`src/rtl/job_queue_affinity_delay_top_assert.svh`:
```
// ----------------------------------------------------------------------------
// Assertion macros for the job dispatcher.
// Shared property forms, clocked on clk and disabled while arst_n is low.
// ----------------------------------------------------------------------------
`ifndef JOB_QUEUE_AFFINITY_DELAY_TOP_ASSERT_SVH
`define JOB_QUEUE_AFFINITY_DELAY_TOP_ASSERT_SVH

// The consequent holds in the same cycle as the antecedent.
`define JQAD_ASSERT_NOW(lbl, ante, cons, msg) \
	lbl: assert property (@(posedge clk) disable iff (!arst_n) (ante) |-> (cons)) \
		else $error(msg);

// The consequent holds in the cycle after the antecedent.
`define JQAD_ASSERT_NEXT(lbl, ante, cons, msg) \
	lbl: assert property (@(posedge clk) disable iff (!arst_n) (ante) |=> (cons)) \
		else $error(msg);

`endif

```
`src/rtl/jqad_pkg.sv`:
```
// ----------------------------------------------------------------------------
// jqad_pkg
// Types, sizes and codes shared by the job dispatcher modules.
// ----------------------------------------------------------------------------
package jqad_pkg;

	localparam int RD_DEPTH = 16;
	localparam int DL_DEPTH = 16;
	localparam int RD_IW = $clog2(RD_DEPTH);
	localparam int DL_IW = $clog2(DL_DEPTH);
	localparam int RD_FW = $clog2(RD_DEPTH + 1);
	localparam int DL_FW = $clog2(DL_DEPTH + 1);
	localparam int SCAN_W = (RD_FW > DL_FW) ? RD_FW : DL_FW;

	localparam int OWN_W = 9;
	localparam logic [OWN_W-1:0] OWNER_LIMIT = 9'd256;

	localparam logic [1:0] KIND_ENQ = 2'd0;
	localparam logic [1:0] KIND_DLY = 2'd1;
	localparam logic [1:0] KIND_DEQ = 2'd2;
	localparam logic [1:0] KIND_TICK = 2'd3;

	localparam logic [1:0] ST_OK = 2'd0;
	localparam logic [1:0] ST_FULL = 2'd1;
	localparam logic [1:0] ST_NONE = 2'd2;

	localparam logic [4:0] MOVED_MAX = 5'd31;

	typedef struct packed {
		logic [1:0]       kind;
		logic [7:0]       job_tag;
		logic [OWN_W-1:0] worker_id;
		logic [15:0]      delay_ms;
		logic [15:0]      elapsed;
	} jqad_req_t;

	typedef struct packed {
		logic [1:0] status;
		logic [7:0] found_tag;
		logic [4:0] moved_count;
	} jqad_rsp_t;

	typedef struct packed {
		logic load;
		logic step;
	} jqad_cmd_t;

	typedef struct packed {
		logic done;
	} jqad_sts_t;

endpackage

```
`src/rtl/jqad_datapath.sv`:
```
// ----------------------------------------------------------------------------
// jqad_datapath
// Ready queue, delay list, scan index and result registers.
// ----------------------------------------------------------------------------
module jqad_datapath import jqad_pkg::*; (
	input  logic      clk,
	input  logic      arst_n,
	input  jqad_cmd_t cmd,
	input  jqad_req_t req,
	output jqad_sts_t sts,
	output jqad_rsp_t rsp
);

	logic [7:0]       rtag_q [RD_DEPTH];
	logic [OWN_W-1:0] rown_q [RD_DEPTH];
	logic [RD_FW-1:0] rfill_q;
	logic [7:0]       dtag_q [DL_DEPTH];
	logic [15:0]      drem_q [DL_DEPTH];
	logic [DL_FW-1:0] dfill_q;

	logic [1:0]        kind_q;
	logic [7:0]        tag_q;
	logic [OWN_W-1:0]  own_q;
	logic [15:0]       dly_q;
	logic [15:0]       ela_q;
	logic [SCAN_W-1:0] idx_q;
	jqad_rsp_t         res_q;

	logic [RD_IW-1:0]  ri;
	logic [SCAN_W-1:0] jm1;
	logic [DL_IW-1:0]  dj;
	logic rfull, dfull, rd_end, rd_hit, tk_end, tk_exp, tk_push;
	logic r_wr, r_del, d_wr, d_del, d_upd;
	logic [7:0]       r_wtag;
	logic [OWN_W-1:0] r_wown;
	logic [OWN_W-1:0] own_in;

	assign own_in = (req.worker_id > OWNER_LIMIT) ? OWNER_LIMIT : req.worker_id;

	always_comb begin
		ri = idx_q[RD_IW-1:0];
		jm1 = idx_q - SCAN_W'(1);
		dj = jm1[DL_IW-1:0];
		rfull = (rfill_q == RD_FW'(RD_DEPTH));
		dfull = (dfill_q == DL_FW'(DL_DEPTH));
		rd_end = (idx_q >= SCAN_W'(rfill_q));
		rd_hit = !rd_end && (rown_q[ri] == own_q);
		tk_end = (idx_q == '0);
		tk_exp = (drem_q[dj] <= ela_q);
		tk_push = tk_exp && !rfull;
		r_wr = cmd.step && (((kind_q == KIND_ENQ) && !rfull) ||
			((kind_q == KIND_TICK) && !tk_end && tk_push));
		r_del = cmd.step && (kind_q == KIND_DEQ) && rd_hit;
		d_wr = cmd.step && (kind_q == KIND_DLY) && !dfull;
		d_del = cmd.step && (kind_q == KIND_TICK) && !tk_end && tk_push;
		d_upd = cmd.step && (kind_q == KIND_TICK) && !tk_end;
		r_wtag = (kind_q == KIND_TICK) ? dtag_q[dj] : tag_q;
		r_wown = (kind_q == KIND_TICK) ? '0 : own_q;
		sts.done = cmd.step && ((kind_q == KIND_ENQ) || (kind_q == KIND_DLY) ||
			((kind_q == KIND_DEQ) && (rd_end || rd_hit)) ||
			((kind_q == KIND_TICK) && tk_end));
	end

	always_ff @(posedge clk or negedge arst_n) begin
		if (!arst_n) begin
			rfill_q <= '0;
			dfill_q <= '0;
			idx_q <= '0;
			kind_q <= KIND_ENQ;
		end else begin
			if (cmd.load) begin
				kind_q <= req.kind;
				idx_q <= (req.kind == KIND_TICK) ? SCAN_W'(dfill_q) : '0;
			end else if (cmd.step && !sts.done) begin
				if (kind_q == KIND_DEQ) begin
					idx_q <= idx_q + SCAN_W'(1);
				end else begin
					idx_q <= jm1;
				end
			end
			if (r_wr) begin
				rfill_q <= rfill_q + RD_FW'(1);
			end else if (r_del) begin
				rfill_q <= rfill_q - RD_FW'(1);
			end
			if (d_wr) begin
				dfill_q <= dfill_q + DL_FW'(1);
			end else if (d_del) begin
				dfill_q <= dfill_q - DL_FW'(1);
			end
		end
	end

	always_ff @(posedge clk) begin
		if (cmd.load) begin
			tag_q <= req.job_tag;
			own_q <= own_in;
			dly_q <= req.delay_ms;
			ela_q <= req.elapsed;
			res_q.status <= (req.kind == KIND_DEQ) ? ST_NONE : ST_OK;
			res_q.found_tag <= '0;
			res_q.moved_count <= '0;
		end
		if (cmd.step && (((kind_q == KIND_ENQ) && rfull) || ((kind_q == KIND_DLY) && dfull) ||
			((kind_q == KIND_TICK) && !tk_end && tk_exp && rfull))) begin
			res_q.status <= ST_FULL;
		end
		if (r_del) begin
			res_q.status <= ST_OK;
			res_q.found_tag <= rtag_q[ri];
		end
		if (d_del && (res_q.moved_count != MOVED_MAX)) begin
			res_q.moved_count <= res_q.moved_count + 5'd1;
		end
		for (int k = 0; k < RD_DEPTH; k++) begin
			if (r_del && (SCAN_W'(k) >= idx_q) && (k < RD_DEPTH - 1)) begin
				rtag_q[k] <= rtag_q[k+1];
				rown_q[k] <= rown_q[k+1];
			end else if (r_wr && (RD_FW'(k) == rfill_q)) begin
				rtag_q[k] <= r_wtag;
				rown_q[k] <= r_wown;
			end
		end
		for (int k = 0; k < DL_DEPTH; k++) begin
			if (d_del && (DL_IW'(k) >= dj) && (k < DL_DEPTH - 1)) begin
				dtag_q[k] <= dtag_q[k+1];
				drem_q[k] <= drem_q[k+1];
			end else if (d_upd && (DL_IW'(k) == dj)) begin
				drem_q[k] <= tk_exp ? 16'd0 : (drem_q[k] - ela_q);
			end else if (d_wr && (DL_FW'(k) == dfill_q)) begin
				dtag_q[k] <= tag_q;
				drem_q[k] <= dly_q;
			end
		end
	end

	assign rsp = res_q;

endmodule

```
`src/rtl/jqad_ctrl.sv`:
```
// ----------------------------------------------------------------------------
// jqad_ctrl
// Sequencer: takes an item, steps the datapath, then offers the result.
// ----------------------------------------------------------------------------
`include "job_queue_affinity_delay_top_assert.svh"

module jqad_ctrl import jqad_pkg::*; (
	input  logic      clk,
	input  logic      arst_n,
	input  logic      req_valid,
	output logic      req_stall,
	output logic      rsp_valid,
	input  logic      rsp_stall,
	input  jqad_sts_t sts,
	output jqad_cmd_t cmd
);

	localparam logic [1:0] S_IDLE = 2'd0;
	localparam logic [1:0] S_BUSY = 2'd1;
	localparam logic [1:0] S_HOLD = 2'd2;

	logic [1:0] state_q;

	assign req_stall = (state_q != S_IDLE);
	assign rsp_valid = (state_q == S_HOLD);
	assign cmd.load = (state_q == S_IDLE) && req_valid;
	assign cmd.step = (state_q == S_BUSY);

	always_ff @(posedge clk or negedge arst_n) begin
		if (!arst_n) begin
			state_q <= S_IDLE;
		end else begin
			case (state_q)
				S_IDLE: begin
					if (req_valid) state_q <= S_BUSY;
				end
				S_BUSY: begin
					if (sts.done) state_q <= S_HOLD;
				end
				S_HOLD: begin
					if (!rsp_stall) state_q <= S_IDLE;
				end
				default: state_q <= S_IDLE;
			endcase
		end
	end

	`JQAD_ASSERT_NOW(a_done_busy, sts.done, state_q == S_BUSY, "done outside busy")
	`JQAD_ASSERT_NEXT(a_load_busy, cmd.load, state_q == S_BUSY, "load did not start work")
	`JQAD_ASSERT_NEXT(a_deliver_idle, rsp_valid && !rsp_stall, state_q == S_IDLE,
		"result not retired")

endmodule

```
`src/rtl/job_queue_affinity_delay_top.sv`:
```
// ----------------------------------------------------------------------------
// job_queue_affinity_delay_top
// Job dispatcher with worker affinity and a delay list. Each item is one of
// enqueue, delayed enqueue, dequeue for a worker, or time tick, and it gives
// exactly one result item. Items are handled one at a time: an item is loaded,
// then an enqueue of either kind is stored, a dequeue compares one queue entry
// per cycle until it finds one for the worker or passes the ready fill, and a
// tick ages one delay entry per cycle, from the last entry down to the first;
// the result is then held until it is taken. Owner ids above 256 are treated
// as 256. The stores need no clearing after reset, so the block takes items
// right away.
// ----------------------------------------------------------------------------
module job_queue_affinity_delay_top import jqad_pkg::*; (
	input  logic      clk,
	input  logic      arst_n,
	input  logic      req_valid,
	output logic      req_stall,
	input  jqad_req_t req,
	output logic      rsp_valid,
	input  logic      rsp_stall,
	output jqad_rsp_t rsp
);

	// Command and status between the sequencer and the datapath.
	jqad_cmd_t cmd;
	jqad_sts_t sts;

	// The sequencer owns the handshakes and steps the datapath until it is done.
	jqad_ctrl u_ctrl (
		.clk       (clk),
		.arst_n    (arst_n),
		.req_valid (req_valid),
		.req_stall (req_stall),
		.rsp_valid (rsp_valid),
		.rsp_stall (rsp_stall),
		.sts       (sts),
		.cmd       (cmd)
	);

	// The datapath holds both stores and the result register.
	jqad_datapath u_dp (
		.clk    (clk),
		.arst_n (arst_n),
		.cmd    (cmd),
		.req    (req),
		.sts    (sts),
		.rsp    (rsp)
	);

endmodule
```
`config.mk`:
```
export PLATFORM = sky130hd
export DESIGN_NAME = job_queue_affinity_delay_top
export DESIGN_NICKNAME = d
export VERILOG_FILES = /design/src/rtl/jqad_pkg.sv /design/src/rtl/jqad_datapath.sv /design/src/rtl/jqad_ctrl.sv /design/src/rtl/job_queue_affinity_delay_top.sv
export VERILOG_INCLUDE_DIRS = /design/src /design/src/rtl
export SDC_FILE = /design/constraint.sdc
export NUM_CORES = 2
export LEC_CHECK = 0
export BUFFER_PORTS_ARGS = -buffer_cell sky130_fd_sc_hd__clkbuf_2
export CORE_MARGIN = 2
export CORE_UTILIZATION = 50
export DETAILED_ROUTE_END_ITERATION = 12
export GPL_TIMING_DRIVEN = 0
export PLACE_DENSITY = 0.66
export SLEW_MARGIN = 0
export SYNTH_ARGS = -nofsm -noshare
export SYNTH_HDL_FRONTEND = slang
export SYNTH_SLANG_ARGS = --single-unit
```
`constraint.sdc`:
```
create_clock -name clk -period 17.63 [get_ports clk]
set_clock_uncertainty 0.05 [all_clocks]
set_input_delay 3.526 -clock clk [delete_from_list [all_inputs] [get_ports clk]]
set_output_delay 3.526 -clock clk [all_outputs]
set_load 0.01 [all_outputs]
```
**After elaboration in Yosys (flattened, before gate mapping)**

Memories as Yosys holds them, arrays and structs flattened.
Index checks and enable logic that the tools add are counted.

- Input bits: 55
- Memories: 4
- Register bits: 83
- Bits in writable memories: 656
- Logic and storage cells: 681

Memory list:

| name | depth | bits a word | rd ports | clocked after memory_dff | write ports | line | RTL |
|---|---|---|---|---|---|---|---|
| u_dp.drem_q | 16 | 16 | 17 | 0 | 15 | jqad_datapath.sv:18 | `logic [15:0] drem_q [DL_DEPTH];` |
| u_dp.rown_q | 16 | 9 | 16 | 0 | 15 | jqad_datapath.sv:15 | `logic [OWN_W-1:0] rown_q [RD_DEPTH];` |
| u_dp.dtag_q | 16 | 8 | 16 | 0 | 15 | jqad_datapath.sv:17 | `logic [7:0] dtag_q [DL_DEPTH];` |
| u_dp.rtag_q | 16 | 8 | 16 | 0 | 15 | jqad_datapath.sv:14 | `logic [7:0] rtag_q [RD_DEPTH];` |

- Reductions and logical operators: 133
- Bitwise operators: 76
- $add $sub $neg: 23
- $lt $le $gt $ge: 33
- Equal/unequal tests: 59
- Mux-type cells: 340

Operators by type and width:

| kind | number |
|---|---|
| $mux W16 | 48 |
| $mux W8 | 34 |
| $sub A16 B16 Y16 | 16 |
| $mux W1 | 222 |
| $mux W9 | 17 |
| $logic_and A1 B1 Y1 | 102 |
| $eq A4 B5 Y1 const A | 16 |
| $or A1 B1 Y1 | 76 |
| $mux W5 | 9 |
| $eq A3 B5 Y1 const A | 8 |
| $ge A4 B5 Y1 const A | 7 |
| $eq A4 B4 Y1 const A | 8 |
| $ge A4 B4 Y1 const A | 7 |
| $add A5 B1 Y5 const B | 4 |
| $eq A2 B5 Y1 const A | 4 |
| $ge A3 B5 Y1 const A | 4 |
| $eq A3 B4 Y1 const A | 4 |
| $ge A3 B4 Y1 const A | 4 |
| $le A16 B16 Y1 | 1 |
| $mux W4 | 4 |
| $reduce_or A16 Y1 | 1 |
| $reduce_or A8 Y1 | 2 |
| $logic_not A5 Y1 | 3 |
| $sub A5 B1 Y5 const B | 3 |
| other kinds (26) | 60 |

**Logic depth before layout (Yosys ltp)**

An unclocked memory read counts as a cell.

- Depth in word-level cells: 13
- Mapped depth: 23
- Gate-level depth less buffers: 16

**Cells and area by module**

A second synthesis with hierarchy kept.

- Cells, all modules: 4713
- Area, all modules: 49252.2 µm²

By module, submodules not included:

| module | area an instance (µm²) | instances | cells each | sequential area each (µm²) |
|---|---|---|---|---|
| jqad_datapath | 49149.6 | 1 | 4702 | 22026.1 |
| jqad_ctrl | 102.6 | 1 | 11 | 50.0 |

**Least setup slack after synthesis**

OpenSTA, ideal clock, no wires.

- Path type: reg-to-reg
- Start point: register u_dp.idx_q[0]
- End point: memory u_dp.rown_q[0][0], enable pin
- Stages on the path, launching flop included: 23
- Setup slack: 11191 ps
- Data required time: 17165 ps
- Arrival time: 5975 ps
- Library setup time: 415 ps
- Period minus slack after synthesis: 6439 ps
- Cell sequence: dfrtp_1 buf_6 inv_2 ha_1 clkbuf_1 clkbuf_1 clkbuf_1 clkbuf_1 mux4_2 mux4_2 ha_1 a21o_1 a21o_1 a21oi_4 o211a_4 a221oi_4 nor3_4 or2_1 buf_6 buf_6 nand3_2 clkbuf_1 o21ai_0

RTL lines:

| what | line | RTL |
|---|---|---|
| start: declaration | jqad_datapath.sv:26 | `logic [SCAN_W-1:0] idx_q;` |
| start signal: assignment | jqad_datapath.sv:73 | `idx_q <= (req.kind == KIND_TICK) ? SCAN_W'(dfill_q) : '0;` |
| start signal: assignment | jqad_datapath.sv:76 | `idx_q <= idx_q + SCAN_W'(1);` |
| start signal: assignment | jqad_datapath.sv:78 | `idx_q <= jm1;` |
| end: declaration | jqad_datapath.sv:15 |  |

==> impl_metrics.toml <==
[status]
outcome = "finished with violations"
failed_checks = "capacitance limit, slew limit"

[drt]
postRouteAntennaNets = 0
totalWireLength_mm = 186
vias = 41100
drtPass1Iterations = 7
post_drt_wl_per_cell_um = 30.7
drt-initial-drc-count = 5763
routed_via_density = 6.77
drc_errors = 0

[synth]
syn_area_per_cell_um2 = 10.9
synthFlopType = "sky130_fd_sc_hd__edfxtp_1"
ys_async_rst_share = 0.0257
ys_warn_count = 0
synth_edf_count = 718
postSynthRegisterBits = 739
syn-cell-area_um2 = 49300
sequential_fraction_of_the_synthesis_area = 0.447
syn-instance-count = 4517
syn-num-nets = 4869
ys_types = 96

[clock_tree]
path_clk_slew_ps = 60
cts_tree = "done"
ctsHtreeMaxLevel = 3
clk_path_buf_depth = 3
cts_hold_buf = 0
cts-root-buf = "sky130_fd_sc_hd__clkbuf_16"
tritoncts.num_buffers = 86
post-cts-setup-buffers = 0
cts_resized = 0
clk-insertion-delay-late_ps = 710
cts.sink_count = 739

[timing]
hold_viol_final = 0
finalWorstSetupSlack_ps = 8080
slew_headroom = -0.0630
worst_pin_slew_ps = 1590
min_period_over_period = 0.542
finalCriticalPeriod_ps = 9550
setup_repair_after_global_routing_missed_its_margin = "no"
drv_slew = 37
setup_total_negative_slack_ps = 0
achievable_clock_frequency_ghz = 0.105
finalSetupViolations = 0

[place]
hpwlAfterDp_mm = 134
quantity_of_i_o_buffers_inserted_on_ports = 71
placed_area_um2 = 51800
last_weighted_congestion_value_of_the_routability_driven_placer = 1.07
detailedPlace.worstSlack_ps = 8420

[floorplanning]
core_um2 = 98100
die-area_um2 = 101000
top_level_ports = 72
floorplan.initialDensity = 0.503
die_wd_um = 318
die_height_um = 318
core.rowCount = 115

[min_path]
worst_hold_path_type = "register to register"

[worst_setup_path]
crit_fanout = 17
timing.critical_path.required_ps = 17760
crit_end_element = "register"
crit_type = "register to register"
critPathLaunchType = "register"
r2r_start = "u_dp.idx_q[1]$_DFFE_PN0P_"
cp-startpoint = "u_dp.idx_q[1]$_DFFE_PN0P_"
r2r_cells = 22
regToRegEndpoint = "u_dp.rtag_q[7][4]$_DFFE_PP_"
worstPathArrival_ps = 9680
worst_setup_path_endpoint = "u_dp.rtag_q[7][4]$_DFFE_PP_"
flop2flop_setup_slack_ps = 8080

[pwr]
total_leakage_power_nw = 20.2
powerDensity_nw_per_um2 = 142
vdd.ir_drop.worst_mv = 0.127
post-layout-total-power_mw = 7.79

[layout]
filler_cell_count = 8410
final_area_um2 = 54700
finish.net_count = 5053
final_layout_size_suffix_gt1_frac = 0.159
signed_area_change_from_the_synthesized_netlist_to_the_final_layout_pct = 10.9
layout.core_utilization = 0.558

[global_routing]
grt_util_all_layers = 0.360
grt_max_degree = 59
vias_in_the_first_global_route = 38800
number_of_antenna_violations_at_the_first_check_in_global_routing = 8
globalRouteOverflowTotal = 0
global_route_wire_length_before_repair_mm = 265

[job]
drv.max_cap_violation_count = 4
report_power, final:
group / switching [mW] / internal, mW / leakage, nW / total [mW]
Combinational: 2.45 / 1.21 / 12.1 / 3.66
Sequential: 0.124 / 2.11 / 6.75 / 2.23
Clock: 0.812 / 1.09 / 1.41 / 1.90
Total: 3.38 / 4.41 / 20.2 / 7.79
worst min-delay path by stage:
stage	startpoint	to	cells after the start
2_1_floorplan	u_dp.rsp[14]$_SDFFE_PP0P_	u_dp.rsp[14]$_SDFFE_PP0P_	2
3_3_place_gp	u_dp.rsp[14]$_SDFFE_PP0P_	u_dp.rsp[14]$_SDFFE_PP0P_	2
3_5_place_dp	u_dp.rsp[14]$_SDFFE_PP0P_	u_dp.rsp[14]$_SDFFE_PP0P_	2
4_1_cts	u_dp.rsp[14]$_SDFFE_PP0P_	u_dp.rsp[14]$_SDFFE_PP0P_	2
5_1_grt	u_dp.rsp[13]$_SDFFE_PP0P_	u_dp.rsp[13]$_SDFFE_PP0P_	1
6_report	u_dp.rsp[14]$_SDFFE_PP0P_	u_dp.rsp[14]$_SDFFE_PP0P_	2
stage by stage:
step                      cells  hold slack (ps)
after global routing       6059              462
after CTS                  6059              434
after global placement     5875              412
final                      6066              447
after floorplan            4517              442
after detailed placement   5900              426
cell families (layout without fill, tap and decap cells):
kind of cell	count (synthesis)	after routing	synth area share
fa+ha+maj	297	297	0.0777
simple gates	1313	1313	0.123
buf+inv	404	659	0.0340
other cells	0	7	0
compound gates	1103	1103	0.136
flops	739	739	0.447
xor+xnor	228	228	0.0406
mux	433	433	0.141
synthesized netlist by cell type (all sizes together) (5+ instances only):
library cell | instances | area (um^2)
a2111oi | 5 | 62.6
a211o | 14 | 123
a211oi | 11 | 82.6
a21boi | 12 | 90.1
a21o | 65 | 488
a21oi | 402 | 2030
a221o | 16 | 160
a221oi | 20 | 193
a22oi | 49 | 368
a31o | 9 | 78.8
a31oi | 47 | 294
and2 | 20 | 125
and3 | 31 | 199
buf | 92 | 505
clkbuf | 177 | 664
dfrtp | 19 | 475
edfxtp | 718 | 21600
fa | 16 | 320
ha | 281 | 3520
inv | 132 | 495
mux2 | 221 | 2500
mux2i | 27 | 270
mux4 | 185 | 4170
nand2 | 471 | 1770
nand2b | 44 | 275
nand3 | 91 | 515
nand4 | 21 | 199
nor2 | 341 | 1280
nor2b | 50 | 313
nor3 | 171 | 872
nor4 | 15 | 106
nor4b | 5 | 58.8
o211ai | 23 | 173
o21a | 41 | 308
o21ai | 286 | 1440
o21bai | 25 | 188
o22ai | 17 | 106
o31ai | 15 | 113
o41ai | 10 | 87.6
or2 | 9 | 56.3
or3 | 31 | 199
xnor2 | 155 | 1370
xor2 | 73 | 639
worst max-delay path, stage by stage, from the launching register on:
cell and delay [ps]:
sky130_fd_sc_hd__dfrtp_1 500, sky130_fd_sc_hd__buf_6 230, sky130_fd_sc_hd__clkinv_1 390, sky130_fd_sc_hd__ha_1 440, sky130_fd_sc_hd__clkbuf_1 300, sky130_fd_sc_hd__clkbuf_1 800, sky130_fd_sc_hd__clkbuf_1 580, sky130_fd_sc_hd__clkbuf_1 590
sky130_fd_sc_hd__mux4_2 510, sky130_fd_sc_hd__mux4_2 510, sky130_fd_sc_hd__ha_1 320, sky130_fd_sc_hd__a21o_1 130, sky130_fd_sc_hd__a21o_1 160, sky130_fd_sc_hd__a21oi_4 90, sky130_fd_sc_hd__o211a_4 160, sky130_fd_sc_hd__a221oi_4 660
sky130_fd_sc_hd__nor3_4 190, sky130_fd_sc_hd__or2_1 290, sky130_fd_sc_hd__buf_6 150, sky130_fd_sc_hd__buf_6 160, sky130_fd_sc_hd__nand4_4 250, sky130_fd_sc_hd__clkbuf_1 600, sky130_fd_sc_hd__nand2_1 900
registers in the layout, indices dropped and copies added (netlist names):
signal          count
u_dp.dfill_q        5
u_dp.rown_q       144
u_dp.dtag_q       128
u_dp.own_q          9
u_dp.tag_q          8
u_dp.ela_q         16
u_ctrl.state_q      2
u_dp.rsp           15
u_dp.idx_q          5
u_dp.dly_q         16
u_dp.rtag_q       128
u_dp.drem_q       256
u_dp.kind_q         2
u_dp.rfill_q        5
layout make-up:
cell class	count	area (um^2)	share of cell area
Clock buffer	108	2280	0.0416
Sequential cell	739	22100	0.403
Multi-Input combinational cell	3374	25700	0.469
Inverter	135	507	0.00926
Timing Repair Buffer	96	726	0.0133
Antenna cell	7	17.5	0.000320
Buffer	269	1180	0.0216
Clock inverter	51	653	0.0119
Tap cell	1287	1610	0.0294
cell usage in the layout, fill, tap and decap left out, types with 17 or more instances in the layout:
| cell type | instances |
|---|---|
| sky130_fd_sc_hd__o21ai_0 | 257 |
| sky130_fd_sc_hd__ha_1 | 281 |
| sky130_fd_sc_hd__mux2_2 | 213 |
| sky130_fd_sc_hd__buf_1 | 33 |
| sky130_fd_sc_hd__o211ai_1 | 23 |
| sky130_fd_sc_hd__o21bai_1 | 25 |
| sky130_fd_sc_hd__a21oi_1 | 399 |
| sky130_fd_sc_hd__o22ai_1 | 17 |
| sky130_fd_sc_hd__nand2_1 | 470 |
| sky130_fd_sc_hd__inv_1 | 124 |
| sky130_fd_sc_hd__clkbuf_2 | 79 |
| sky130_fd_sc_hd__edfxtp_1 | 718 |
| sky130_fd_sc_hd__nand3_1 | 82 |
| sky130_fd_sc_hd__buf_2 | 41 |
| sky130_fd_sc_hd__or3_1 | 30 |
| sky130_fd_sc_hd__nor2b_1 | 50 |
| sky130_fd_sc_hd__a22oi_1 | 49 |
| sky130_fd_sc_hd__and3_1 | 30 |
| sky130_fd_sc_hd__mux2i_1 | 27 |
| sky130_fd_sc_hd__a21o_1 | 65 |
| sky130_fd_sc_hd__and2_1 | 19 |
| sky130_fd_sc_hd__clkinv_1 | 21 |
| sky130_fd_sc_hd__nor2_1 | 341 |
| sky130_fd_sc_hd__nand2b_1 | 44 |
| sky130_fd_sc_hd__mux4_2 | 183 |
| sky130_fd_sc_hd__xor2_1 | 73 |
| sky130_fd_sc_hd__clkbuf_1 | 188 |
| sky130_fd_sc_hd__clkbuf_16 | 87 |
| sky130_fd_sc_hd__nor3_1 | 169 |
| sky130_fd_sc_hd__a31oi_1 | 47 |
| sky130_fd_sc_hd__o21a_1 | 41 |
| sky130_fd_sc_hd__buf_6 | 18 |
| sky130_fd_sc_hd__dfrtp_1 | 19 |
| sky130_fd_sc_hd__a221oi_1 | 19 |
| sky130_fd_sc_hd__xnor2_1 | 154 |
routing by layer:
metal,up-vias,routed length (um),track usage
met1,20200,69300,0.475
met4,12,11900,0.193
li1,17500,-,-
met2,2799,79900,0.535
met5,-,85,0
met3,605,25000,0.106
Power figures use the tool's default switching activity.
